--- src/rtl/sorted_key_value_table_assert.svh ---
// assertion macros shared by the sorted key/value table
`ifndef SORTED_KEY_VALUE_TABLE_ASSERT_SVH
`define SORTED_KEY_VALUE_TABLE_ASSERT_SVH

// same-cycle implication, checked outside reset
`define SKVT_ASSERT_NOW(label, clk, rst_n, ante, cons) \
    label: assert property (@(posedge clk) disable iff (!rst_n) (ante) |-> (cons)) \
        else $error("sorted_key_value_table: check failed");

// next-cycle implication, checked outside reset
`define SKVT_ASSERT_NEXT(label, clk, rst_n, ante, cons) \
    label: assert property (@(posedge clk) disable iff (!rst_n) (ante) |=> (cons)) \
        else $error("sorted_key_value_table: check failed");

`endif

--- src/rtl/skvt_pkg.sv ---
// shared types and constants of the sorted key/value table
package skvt_pkg;

    localparam int KEY_PORT_W    = 32;
    localparam int VALUE_PORT_W  = 32;
    localparam int STATUS_W      = 3;
    localparam int GROUP_SIZE    = 16;

    localparam logic KIND_DEFINE = 1'b0;
    localparam logic KIND_LOOKUP = 1'b1;

    localparam logic [STATUS_W-1:0] ST_INSERTED    = 3'd0;
    localparam logic [STATUS_W-1:0] ST_OVERWRITTEN = 3'd1;
    localparam logic [STATUS_W-1:0] ST_FULL        = 3'd2;
    localparam logic [STATUS_W-1:0] ST_FOUND       = 3'd3;
    localparam logic [STATUS_W-1:0] ST_NOT_FOUND   = 3'd4;

    // control broadcast to every cell
    typedef struct packed {
        logic cmp;   // capture compare flags against the broadcast key
        logic ins;   // insert: cells at or above the slot shift up by one
        logic ovr;   // overwrite the value of the matching cell
    } t_cell_ctrl;

endpackage

--- src/rtl/skvt_cell.sv ---
// one table cell: holds a key/value pair and shifts from its lower neighbour
module skvt_cell #(
    parameter int KEY_W = 32,
    parameter int VAL_W = 32
) (
    input  logic                  i_clk,
    input  logic                  i_rst_n,
    input  skvt_pkg::t_cell_ctrl  i_ctrl,
    input  logic [KEY_W-1:0]      i_key,
    input  logic [VAL_W-1:0]      i_value,
    input  logic                  i_prev_lt,
    input  logic                  i_prev_valid,
    input  logic [KEY_W-1:0]      i_prev_key,
    input  logic [VAL_W-1:0]      i_prev_value,
    output logic                  o_lt,
    output logic                  o_valid,
    output logic [KEY_W-1:0]      o_key,
    output logic [VAL_W-1:0]      o_value,
    output logic                  o_match,
    output logic [VAL_W-1:0]      o_match_value
);

    logic             r_valid;
    logic             r_lt;
    logic             r_eq;
    logic [KEY_W-1:0] r_key;
    logic [VAL_W-1:0] r_value;
    logic             w_lt;
    logic             w_eq;
    logic             w_shift;

    assign w_lt    = r_valid && (r_key < i_key);
    assign w_eq    = r_valid && (r_key == i_key);
    // cells below the slot keep their entry, the rest move up
    assign w_shift = i_ctrl.ins && !r_lt;

    always_ff @(posedge i_clk) begin
        if (!i_rst_n) begin
            r_valid <= 1'b0;
            r_lt    <= 1'b0;
            r_eq    <= 1'b0;
        end else begin
            if (i_ctrl.cmp) begin
                r_lt <= w_lt;
                r_eq <= w_eq;
            end
            if (w_shift) begin
                r_valid <= i_prev_lt ? 1'b1 : i_prev_valid;
            end
        end
    end

    always_ff @(posedge i_clk) begin
        if (w_shift) begin
            // first cell not below the new key takes the new pair
            r_key   <= i_prev_lt ? i_key : i_prev_key;
            r_value <= i_prev_lt ? i_value : i_prev_value;
        end else if (i_ctrl.ovr && r_eq) begin
            r_value <= i_value;
        end
    end

    assign o_lt          = r_lt;
    assign o_valid       = r_valid;
    assign o_key         = r_key;
    assign o_value       = r_value;
    assign o_match       = w_eq;
    assign o_match_value = w_eq ? r_value : '0;

endmodule

--- config.mk ---
export PLATFORM = sky130hd
export DESIGN_NAME = skvt_cell
export DESIGN_NICKNAME = d
export VERILOG_FILES = /design/src/rtl/sorted_key_value_table_assert.svh /design/src/rtl/skvt_pkg.sv /design/src/rtl/skvt_cell.sv
export SDC_FILE = /design/constraint.sdc
export NUM_CORES = 1
export LEC_CHECK = 0
export BUFFER_PORTS_ARGS = -buffer_cell sky130_fd_sc_hd__clkbuf_2
export CORE_MARGIN = 2
export CORE_UTILIZATION = 49
export CTS_BUF_LIST = sky130_fd_sc_hd__clkbuf_2
export CTS_CLUSTER_DIAMETER = 100
export DETAILED_ROUTE_END_ITERATION = 7
export MAX_ROUTING_LAYER = met4
export PLACE_DENSITY = 0.95
export SETUP_SLACK_MARGIN = 0.4
export SYNTH_ARGS = -nofsm -noshare
export SYNTH_HDL_FRONTEND = slang
export SYNTH_SLANG_ARGS = --single-unit
--- constraint.sdc ---
create_clock -name i_clk -period 6.2 [get_ports i_clk]
set_input_delay 1.24 -clock i_clk [delete_from_list [all_inputs] [get_ports i_clk]]
set_output_delay 1.24 -clock i_clk [all_outputs]
set_load 0.01 [all_outputs]
# Yosys cells after proc, flatten, opt, wreduce, memory -nomap -nowiden
# Cells that the tools add are included.
totals:
  regBits: 67
  out_inout_bits: 99
  wordCells: 19
classes:
  order_cmp: 1
  n_eq_ne: 1
  mux: 6
  n_reduce_logical: 6
op_table:
  columns: ["operator", "n"]
  rows:
  - ["$mux 32", 5]
  - ["$eq 32x32->1", 1]
  - ["$lt 32x32->1", 1]
  - ["$logic_and 1x1->1", 4]
  - ["$reduce_bool 2->1", 1]
  - ["$logic_not 1->1", 1]
  - ["$mux 1", 1]

# Logic depth before layout (Yosys ltp)
# Gate-level depths: netlist (run 1).
depth:
  depth_word: 3
  depth_mapped: 7
  mapped_depth_nobuf: 7

# Least setup slack after synthesis (run 1)
# No wires, ideal clock.
synth_timing:
  kind: "in2out"
  from: "input port i_key[30]"
  to: "output port o_match_value[22]"
  arrival_time_ns: 3.056
  required_time_ns: 4.960
  setup_slack_ns: 1.904
  cell_stages: 7
  n_path_buf: 1
  path_cell_list: "inv_1 -> ha_1 -> nand4_2 -> or4_4 -> nor4_4 -> buf_6 -> and2_2"
synth_via:
  elab_chain_cells: 3
synth_lines:
  columns: ["element", "line_no", "text"]
  rows:
  - ["start: declaration", "skvt_cell.sv:9", "input logic [KEY_W-1:0] i_key,"]
  - ["$eq 32x32->1", "skvt_cell.sv:33", "assign w_eq = r_valid && (r_key == i_key);"]
  - ["$logic_and 1x1->1", "skvt_cell.sv:33", null]
  - ["named net o_match", "skvt_cell.sv:19", "output logic o_match,"]
  - ["$mux 32", "skvt_cell.sv:68", "assign o_match_value = w_eq ? r_value : '0;"]
  - ["end: declaration", "skvt_cell.sv:20", "output logic [VAL_W-1:0] o_match_value"]
# The timed path passes the listed nets, and every way through them passes these cells.

# Final worst setup path (run 1)
layout_timing:
  from: "input port i_key[27]"
  to: "output port o_match_value[12]"
layout_via:
  elab_chain_cells: 3
layout_lines:
  columns: ["element", "line_no"]
  rows:
  - ["$eq 32x32->1", "skvt_cell.sv:33"]
  - ["$logic_and 1x1->1", "skvt_cell.sv:33"]
  - ["$mux 32", "skvt_cell.sv:68"]
# No other way between the ends.

==> results of run 1 <==
## path summary, 6_finish.rpt
| check | start | to | slack (ns) | depth (start not counted) |
|---|---|---|---|---|
| hold reg to reg | r_eq | r_eq | 0.52 | 2 |
| hold / removal | r_eq | r_eq | 0.52 | 2 |
| setup / recovery | i_key[27] | o_match_value[12] | 1.48 | 9 |
| setup reg to reg | o_lt | o_value[29] | 3.61 | 2 |
## cells by family after synthesis
family          Yosys count  synth area share
buf+inv                  44           0.04836
simple gates             66            0.1061
fa+ha+maj                32            0.1032
mux                      65            0.1883
compound gates           27           0.04352
flops                    67            0.5106
## worst max-delay path: stages
cell and delay [ns]:
clkbuf_2 0.09, inv_1 0.04, ha_1 0.32, nand4_1 0.23, or4_4 0.61, nor4_4 0.27
buf_4 0.33, and2_1 0.19, clkbuf_2 0.15
## per-layer routing
metal,vias up,share of wire
li1,1563,-
met1,1531,0.39
met2,138,0.53
met3,17,0.057
met4,0,0.017
met5,-,0
## synth_stat cells (all sizes together)
cell | number | area [um2]
o21ai | 3 | 15.01
a21o | 2 | 15.01
a211oi | 3 | 22.52
nor3 | 1 | 5.000
inv | 33 | 123.9
nand2 | 9 | 33.78
nand3 | 4 | 20.02
ha | 32 | 400.4
o211ai | 2 | 15.01
nor2b | 3 | 18.77
and2 | 32 | 215.2
dfxtp | 3 | 60.06
a21boi | 1 | 7.510
nor4 | 2 | 27.53
nor2 | 6 | 22.52
mux2 | 64 | 720.7
buf | 6 | 45.04
o311a | 1 | 10.01
mux2i | 1 | 10.01
nand2b | 1 | 6.260
or4 | 2 | 18.77
nand4 | 6 | 43.79
a221o | 1 | 10.01
clkbuf | 5 | 18.77
a21oi | 13 | 65.06
a2111oi | 1 | 8.760
edfxtp | 64 | 1922
## power by group through the flow
stage / Sequential (mW) / Clock (mW) / Combinational (mW)
final: 0.559 / 0.191 / 0.211
after global routing: 0.564 / 0.210 / 0.231
after CTS: 0.560 / 0.193 / 0.212
after detailed placement: 0.570 / 0 / 0.210
after global placement: 0.568 / 0 / 0.200
after floorplan: 0.580 / 0 / 0.0945
## cell type report
class,count,area [um2],share of cell area
Clock buffer,9,45.04,0.008656
Clock inverter,5,22.52,0.004328
Inverter,33,123.9,0.02380
Multi-Input combinational cell,190,1722,0.3308
Sequential cell,67,1982,0.3809
Tap cell,102,127.6,0.02453
Timing Repair Buffer,235,1181,0.2270
## stage by stage
step                setup WS [ns]  cell area [um2]  hold slack [ns]  utilization  total power, mW
floorplan                   1.904             3881           0.4612            -           0.6748
global placement            1.604             5136           0.4899       0.6681           0.7679
detailed placement          1.528             5136           0.4896       0.6681           0.7796
CTS                         1.508             5204           0.5242       0.6769           0.9646
global route                1.365             5204           0.5910       0.6769            1.005
finish                      1.480             5204           0.5238       0.6769           0.9608
## state kept, by name (all words and copies together) (netlist names)
name,cells
o_key,32
o_lt,1
o_valid,1
o_value,32
r_eq,1
==> reports/qor.txt, run 1 <==
Tcrit/Tclk final: 0.7613
Final Max Slew Viols: 0
Routed vias/inst: 5.069
Remaining DRCs: 0
Number of cells produced by synthesis: 301
Postcts setup bufs: 0
Slew Limit Headroom: 0.1591
Routing usage on met3: 0.04432
Comb pwr share: 0.219
Layout cell share with drive strength beyond 1: 0.6048
GRT busiest layer: met2
RSZ-0062 raised after global routing: false
Drt pass-1 iters: 4
Synthesized area per cell: 12.89 um2
Final min period: 4.720 ns
Io pins: 234
P_leak: 2.596 nW
CTS Buf Count: 9
Clk Latency, worst-skew pair: 0.48 ns
Htree depth: 3
Core Footprint: 7687 um2
Worst Path Required: 4.96 ns
Remaining Overflow, GRT: 0
Worst Path Arrival: 3.48 ns
Sw Ratio: 0.2835
First-pass GRT wire length: 15960 um
Initial core utilization: 0.5049
Via count: 3249
Total wire length: 10680 um
CP Capture Type: output pin
Maximum VDD drop: 0.1526 mV
I/O Buffers: 233
TritonCTS clock tree: yes
# placed instances: 627
FF+latch count, synth: 67
Hold-fix buffers, CTS: 0
Max Clk Rate: 211.9 MHz
Die W: 93 um
Row count: 32
Reg power frac: 0.582
Path category of the worst min-delay check: flop to flop
Initial antenna violation count: 0
Die height: 93 um
Setup-failing EPs final: 0
Post-DP HPWL: 8537 um
CP startpoint kind: input port
Area growth, synth to finish: 34.07%
Mapped Nets: 468
PwrDens: 184.6 nW/um2
Gpl congestion: 0.8261
Setup_tns: 0 ns
DR iter-0 viols: 132
Synth warn: 0
WS Path Type: input port to output pin
Largest net degree at the start of global routing: 37
Seq/Total Area, Yosys: 0.5106
Post-synth cell types: 32
Most frequent cells in the layout: 242 x clkbuf_2, 64 x mux2_2, 64 x edfxtp_1
Met2 Use GR: 0.4384
Clk root buf: clkbuf_2
Mapped Area: 3881 um2
Die Area: 8649 um2
Outcome: finished clean
Vias in the first global route: 3391
Avg WL per Cell: 16.66 um
# fillers: 590
Clock power frac: 0.198
Non-filler cells in the finished layout: 641
Final Skew: 0.02938 ns
Worst Max-Slew Pin Slew: 1.261 ns
Hold Fails Final Rpt: 0
Clock Pin Slew Worst Setup and Hold Paths: 0.15 ns
Maximum buffer depth of the clock tree: 2
Met1 Usage GRT: 0.2870
Critical Path Fanout Max: 34
Psw: 0.2724 mW
Max_cap viols: 0
Gr usage total: 0.2488
Post_cts resized: 0
Sink Count: 67
Internal power: 0.6884 mW
DRT antenna net count: 0
N_diodes: 0
Final #Nets: 703
Most common cell after layout, fill and taps aside: clkbuf_2
No activity file was read; power rests on OpenSTA's default activity.
==> inputs of run 2 (changes only) <==
- ABC_AREA: unset -> 1
- CORE_UTILIZATION: 49 -> 45
- PLACE_DENSITY: 0.95 -> 0.92
- clock period: 6.2 -> 4.78 ns (I/O delays scaled with it)
==> run 2 against run 1 <==
Net effect:
- cell count rose by 27%
- register-to-register slack got worse by 1.3 ns
- critical path type unchanged
- synthesized cell count rose by 55%
- largest cell class unchanged
- first-iteration DRC count fell by 33%
- setup slack got worse by 0.50 ns
- critical endpoint is now o_match_value[0]
- critical path depth rose by 2
- combinational power rose by 36%
==> reports/qor.txt, run 2 <==
Outcome: finished clean (unchanged)
Crit-path cells: clkbuf_2, inv_1, ha_1, nand2_1, nor2_2, nand2_1, nor4_2, nand2_2, buf_4, nor2_1, clkbuf_2 (was clkbuf_2, inv_1, ha_1, nand4_1, or4_4, nor4_4, buf_4, and2_1, clkbuf_2)
GRT busiest layer: met2 (unchanged)
Setup-failing EPs final: 0 (unchanged)
Remaining DRCs: 0 (unchanged)
Initial core utilization: 0.4610 (was 0.5049)
Largest net degree at the start of global routing: 64 (was 37)
Maximum VDD drop: 0.1346 mV (was 0.1526 mV)
Core Footprint: 8636 um2 (was 7687 um2)
Gpl congestion: 0.8646 (was 0.8261)
Setup_tns: 0 ns (unchanged)
Top post-synthesis cells by count: 137 x nand2_1, 78 x inv_1, 64 x edfxtp_1 (was 64 x edfxtp_1, 64 x mux2_2, 33 x inv_1)
Reg2Reg Setup Slack: 2.31 ns (was 3.61 ns)
R2R cell count: 8 (was 2)
Pre-CTS setup slack: 0.9571 ns (was 1.528 ns)
Crit. path cell count: 11 (was 9)
Maximum buffer depth of the clock tree: 2 (unchanged)
Routed vias/inst: 4.695 (was 5.069)
Pwr Total: 1.317 mW (was 0.9608 mW)
Final Skew: 0.009196 ns (was 0.02938 ns)
Post-DP HPWL: 8259 um (was 8537 um)
Path category of the worst min-delay check: flop to flop (unchanged)
DRT antenna net count: 0 (unchanged)
Hold EP: o_lt (was r_eq)
DR iter-0 viols: 89 (was 132)
Hold Crit Start: o_lt (was r_eq)
Area growth, synth to finish: 33.69% (was 34.07%)
Synthesized area per cell: 8.525 um2 (was 12.89 um2)
RSZ-0062 raised after global routing: false (unchanged)
Sink Count: 67 (unchanged)
Hold_ws: 0.5242 ns (was 0.5238 ns)
Most common cell in the netlist: nand2_1
P_leak: 2.981 nW (was 2.596 nW)
Slowest cell on crit path: buf_4 (was or4_4)
TritonCTS clock tree: yes (unchanged)
Worst Path Required: 3.82 ns (was 4.96 ns)
Post_cts resized: 0 (unchanged)
Most frequent cells in the layout: 242 x clkbuf_2, 137 x nand2_1, 78 x inv_1 (was 242 x clkbuf_2, 64 x mux2_2, 64 x edfxtp_1)
Row count: 34 (was 32)
Htree depth: 3 (unchanged)
EDFF count, synth: 64 (unchanged)
Max stage delay on crit path: 0.36 ns (was 0.61 ns)
Ys flop type: edfxtp_1 (unchanged)
FF+latch count, synth: 67 (unchanged)
Synth top area cells: edfxtp_1 48%, nand2_1 13%, ha_1 10% (was edfxtp_1 50%, mux2_2 19%, ha_1 10%)
Clock Pin Slew Worst Setup and Hold Paths: 0.16 ns (was 0.15 ns)
Worst Path Arrival: 2.84 ns (was 3.48 ns)
Die Area: 9616 um2 (was 8649 um2)
Asr flop ratio synth: 0 (unchanged)
Synth warn: 0 (unchanged)
Fin util: 0.6163 (was 0.6769)
First-pass GRT wire length: 16670 um (was 15960 um)
Routing usage on met3: 0.04796 (was 0.04432)
Largest delay contributor family on the critical path: simple AND/OR/NAND/NOR gates (unchanged)
Io pins: 234 (unchanged)
Gr usage total: 0.2219 (was 0.2488)
Clk root buf: clkbuf_2 (unchanged)
Seq/Total Area, Yosys: 0.4978 (was 0.5106)
Mapped Nets: 634 (was 468)
Met2 Use GR: 0.3841 (was 0.4384)
Layout cell share with drive strength beyond 1: 0.4054 (was 0.6048)
CTS Buf Count: 9 (unchanged)
Final min period: 3.799 ns
Initial antenna violation count: 0 (unchanged)
Hold Path Stages: 2 (unchanged)
CP Capture Type: output pin (unchanged)
Worst reg2reg path endpoint: o_value[10] (was o_value[29])
N_diodes: 0 (unchanged)
Die height: 98.06 um (was 93 um)
Total wire length: 10160 um (was 10680 um)
PwrDens: 247.5 nW/um2 (was 184.6 nW/um2)
Final #Nets: 867 (was 703)
Avg WL per Cell: 12.52 um (was 16.66 um)
I/O Buffers: 233 (unchanged)
Critical Path Fanout Max: 21 (was 34)
Number of cells produced by synthesis: 467 (was 301)
Vias in the first global route: 3720 (was 3391)
Slew Limit Headroom: 0.3605 (was 0.1591)
Max_cap viols: 0 (unchanged)
Tcrit/Tclk final: 0.7949
Remaining Overflow, GRT: 0 (unchanged)
Mapped Area: 3981 um2 (was 3881 um2)
Yosys top cell by area: edfxtp_1 (unchanged)
Met1 Usage GRT: 0.2492 (was 0.2870)
Final Max Slew Viols: 0 (unchanged)
Clk Latency, worst-skew pair: 0.47 ns (was 0.48 ns)
Max Clk Rate: 263.2 MHz
Post-synth top area share: 0.4827 (was 0.4952)
Via count: 3808 (was 3249)
Drt pass-1 iters: 4 (unchanged)
Most common cell after layout, fill and taps aside: clkbuf_2 (unchanged)
Reg2reg start: o_lt (unchanged)
Final Worst Setup Slack: 0.9806 ns (was 1.480 ns)
CP startpoint kind: input port (unchanged)
Worst Max-Slew Pin Slew: 0.9581 ns (was 1.261 ns)
Hold Fails Final Rpt: 0 (unchanged)
Post-synth cell types: 20 (was 32)
WP buf/inv: 4 (unchanged)
Die W: 98.06 um (was 93 um)
WS Path Type: input port to output pin (unchanged)
Postcts setup bufs: 0 (unchanged)
Hold-fix buffers, CTS: 0 (unchanged)
[run 2: cell types whose count changed after synthesis, sizes merged, moves of 2 or more]
cell    before  now
or4          2    0
inv         33   78
nor2         6   79
nand2        9  138
buf          6   16
o211ai       2    0
mux2        64    1
a21oi       13   45
nand4        6    2
a211oi       3    0
and2        32    0
nor2b        3    0
clkbuf       5    0
[run 2: metrics by stage]
stage               std cells  cell area (um2)
global route              811             5323
floorplan                 467             3981
global placement          797             5231
CTS                       811             5323
finish                    811             5323
detailed placement        797             5231
[run 2: worst max path at each step]
stage,from,to,slack (ns)
after floorplan,i_ctrl[1],o_value[0],0.99
after CTS,i_key[10],o_match_value[21],0.95
after detailed placement,i_key[10],o_match_value[0],0.96
after global routing,i_key[15],o_match_value[13],0.80
after global placement,i_key[11],o_match_value[0],0.98
final,i_key[15],o_match_value[0],0.98
[run 2: where the power goes]
group	switching [mW]	total [mW]	leakage, nW	internal [mW]
logic	0.164	0.288	2.27	0.124
clock network	0.188	0.298	0.0601	0.110
registers	0.0288	0.732	0.649	0.703
[run 2: area by class of cell]
cell class	instances	area, um2
fillers	768	3313
inverters	78	292.8
clock inverters	5	46.29
clock buffers	9	45.04
repair buffers	238	1204
well taps	108	135.1
multi-input cells	306	1618
flip-flops and latches	67	1982
[run 2: cell families after synthesis]
family,after synthesis,share of synthesized area
AOI/OAI and AO/OA,50,0.06505
DFF,67,0.4978
and+or+nand+nor,223,0.2373
buffers and inverters,94,0.09648
muxes,1,0.002828
adders and majority gates,32,0.1006
[run 2: layer usage]
metal  wire length (um)  vias up
met3                688       22
met1               4065     1685
met4                222        0
met2               5179      155
met5                  0        -
li1                   -     1946
[run 2: worst min-delay path: stages, from the launching register on]
cell,delay [ns]
dfxtp_1,0.37
nand2_1,0.08
a21oi_1,0.05
==> inputs of run 3 (changes only) <==
- ABC_AREA: 1 -> 0
- CORE_UTILIZATION: 45 -> 41
- PLACE_DENSITY: 0.92 -> 0.9
- clock period: 4.78 -> 3.1 ns (I/O delays scaled with it)
==> run 3 against run 2 <==
Net effect:
- the run now ends with setup timing left
- wire length grew 9.7%
- critical path depth shrank 3
- clock-buffer cell count grew 1
- register-to-register slack lost 1.6 ns
- final area grew 9.4%
- combinational power grew 59%
- core utilization grew 1.7 points
- clock skew grew 0.026 ns
- clock power grew 100%
- largest power group unchanged
- highest routed layer unchanged
==> reports/qor.txt, run 3 (same netlist as run 1, synthesis figures left out) <==
Drt pass-1 iters: 4 (unchanged)
Htree depth: 3 (unchanged)
I/O Buffers: 233 (unchanged)
Initial core utilization: 0.4220 (was 0.4610)
Path category of the worst min-delay check: input port to flop (was flop to flop)
Most frequent cells in the layout: 210 x clkbuf_2, 64 x mux2_2, 64 x edfxtp_1 (was 242 x clkbuf_2, 137 x nand2_1, 78 x inv_1)
Worst Max-Slew Pin Slew: 0.4852 ns (was 0.9581 ns)
Final #Nets: 725 (was 867)
Failing checks: setup timing
Tcrit/Tclk final: 1.110
PwrDens: 375.7 nW/um2 (was 247.5 nW/um2)
Most common cell after layout, fill and taps aside: clkbuf_2 (unchanged)
Hold Fails Final Rpt: 0 (unchanged)
# fillers: 698 (was 768)
Clock Pin Slew Worst Setup and Hold Paths: 0.21 ns (was 0.16 ns)
Die Area: 10260 um2 (was 9616 um2)
Core Footprint: 9196 um2 (was 8636 um2)
Row count: 35 (was 34)
Clk root buf: clkbuf_2 (unchanged)
WS Path Type: flop to output pin (was input port to output pin)
DR iter-0 viols: 87 (was 89)
Hold_ws: 0.4104 ns (was 0.5242 ns)
Die height: 101.3 um (was 98.06 um)
Initial antenna violation count: 0 (unchanged)
Worst Path Arrival: 2.82 ns (was 2.84 ns)
Avg WL per Cell: 16.53 um (was 12.52 um)
Post-DP HPWL: 8649 um (was 8259 um)
Fin util: 0.6329 (was 0.6163)
P_leak: 2.815 nW (was 2.981 nW)
Area of the multi-input gates: 1864 um2 (was 1618 um2)
Placed inst area: 5353 um2 (was 5231 um2)
Vias in the first global route: 3419 (was 3720)
Clk Latency, worst-skew pair: 0.48 ns (was 0.47 ns)
Area growth, synth to finish: 49.97% (was 33.69%)
Critical Path Fanout Max: 16 (was 21)
Io pins: 234 (unchanged)
First-pass GRT wire length: 16120 um (was 16670 um)
Remaining Overflow, GRT: 0 (unchanged)
N_diodes: 0 (unchanged)
Hold-fix buffers, CTS: 0 (unchanged)
Routed vias/inst: 5.036 (was 4.695)
Launch point of the worst path: o_key[15] (was i_key[15])
CP Capture Type: output pin (unchanged)
Setup-failing EPs final: 33 (was 0)
Final Max Slew Viols: 0 (unchanged)
Worst Path Required: 2.48 ns (was 3.82 ns)
Largest net degree at the start of global routing: 36 (was 64)
CP startpoint kind: flop (was input port)
Sink Count: 67 (unchanged)
Layout cell share with drive strength beyond 1: 0.6856 (was 0.4054)
Gpl congestion: 0.8495 (was 0.8646)
Finished Cell Area: 5821 um2 (was 5323 um2)
Max Clk Rate: 290.6 MHz
R2R cell count: 10 (was 8)
TritonCTS clock tree: yes (unchanged)
Final min period: 3.441 ns
Outcome: finished, violations left (was finished clean)
Maximum VDD drop: 0.2063 mV (was 0.1346 mV)
Register area: 1982 um2 (unchanged)
Setup_tns: -10.61 ns (was 0 ns)
Total wire length: 11140 um (was 10160 um)
Reg2Reg Setup Slack: 0.70 ns (was 2.31 ns)
Worst setup endpoint: o_match_value[7] (was o_match_value[0])
Via count: 3394 (was 3808)
Reg2reg start: o_key[15] (was o_lt)
Max_cap viols: 0 (unchanged)
Final Skew: 0.03563 ns (was 0.009196 ns)
Final Worst Setup Slack: -0.3413 ns (was 0.9806 ns)
Remaining DRCs: 0 (unchanged)
Pwr Total: 2.187 mW (was 1.317 mW)
Slew Limit Headroom: 0.6765 (was 0.3605)
Die W: 101.3 um (was 98.06 um)
Gr usage total: 0.2134 (was 0.2219)
Worst reg2reg path endpoint: r_eq (was o_value[10])
Maximum buffer depth of the clock tree: 2 (unchanged)
CTS Buf Count: 9 (unchanged)
DRT antenna net count: 0 (unchanged)
RSZ-0062 raised after global routing: true (was false)
## run 3: cell count changes in the layout (fill, tap and decap cells not counted), sizes merged, moves of 3 or more
cell	change
and2	+32
buf	+52
nor2b	+3
nor2	-73
nand2	-129
inv	-45
a21oi	-32
nand4	+4
a211oi	+3
clkbuf	-32
mux2	+63
## run 3: layer usage
layer | track usage | share of wire
met1 | 0.2295 | 0.37
met2 | 0.3948 | 0.55
met3 | 0.03865 | 0.068
met4 | 0.06861 | 0.012
met5 | - | 0
## run 3: worst min-delay path by stage
stage	startpoint	to	slack, ns	cells after the start
floorplan	r_eq	r_eq	0.46	2
global placement	r_eq	r_eq	0.49	2
detailed placement	r_eq	r_eq	0.49	2
CTS	i_rst_n	o_valid	0.34	3
global route	i_value[17]	o_value[17]	0.35	2
finish	i_rst_n	o_valid	0.41	3
## run 3: layout make-up
type	count	area share
clock buffers	10	0.008598
well taps	111	0.02386
inverters	33	0.02343
repair buffers	257	0.2678
flip-flops and latches	67	0.3405
clock inverters	6	0.01548
multi-input cells	190	0.3203
## run 3: worst max-delay path: stages, from the launching register on
cell and delay [ns]:
edfxtp_1 0.49, ha_4 0.30, nand4_1 0.15, or4_4 0.54, nor4_4 0.28, buf_4 0.18, buf_16 0.14, and2_1 0.12
buf_2 0.13
## run 3: power by group
| group | total, mW | switching [mW] | internal, mW |
|---|---|---|---|
| Combinational | 0.459 | 0.220 | 0.239 |
| Clock | 0.606 | 0.335 | 0.272 |
| Sequential | 1.12 | 0.0436 | 1.08 |
| Total | 2.19 | 0.598 | 1.59 |
## run 3: timing repair
action                     CTS  global route
setup buffers                6             4
resized for setup            9            59
pin swaps                    5             5
setup endpoints to repair   33            33
cloned                       1             0
## run 3: through the flow
| stage | worst slack (ns) | cells |
|---|---|---|
| floorplan | 0.1915 | 301 |
| global placement | -0.1121 | 647 |
| detailed placement | -0.1888 | 647 |
| CTS | -0.3950 | 670 |
| global route | -0.5249 | 674 |
| finish | -0.3413 | 674 |
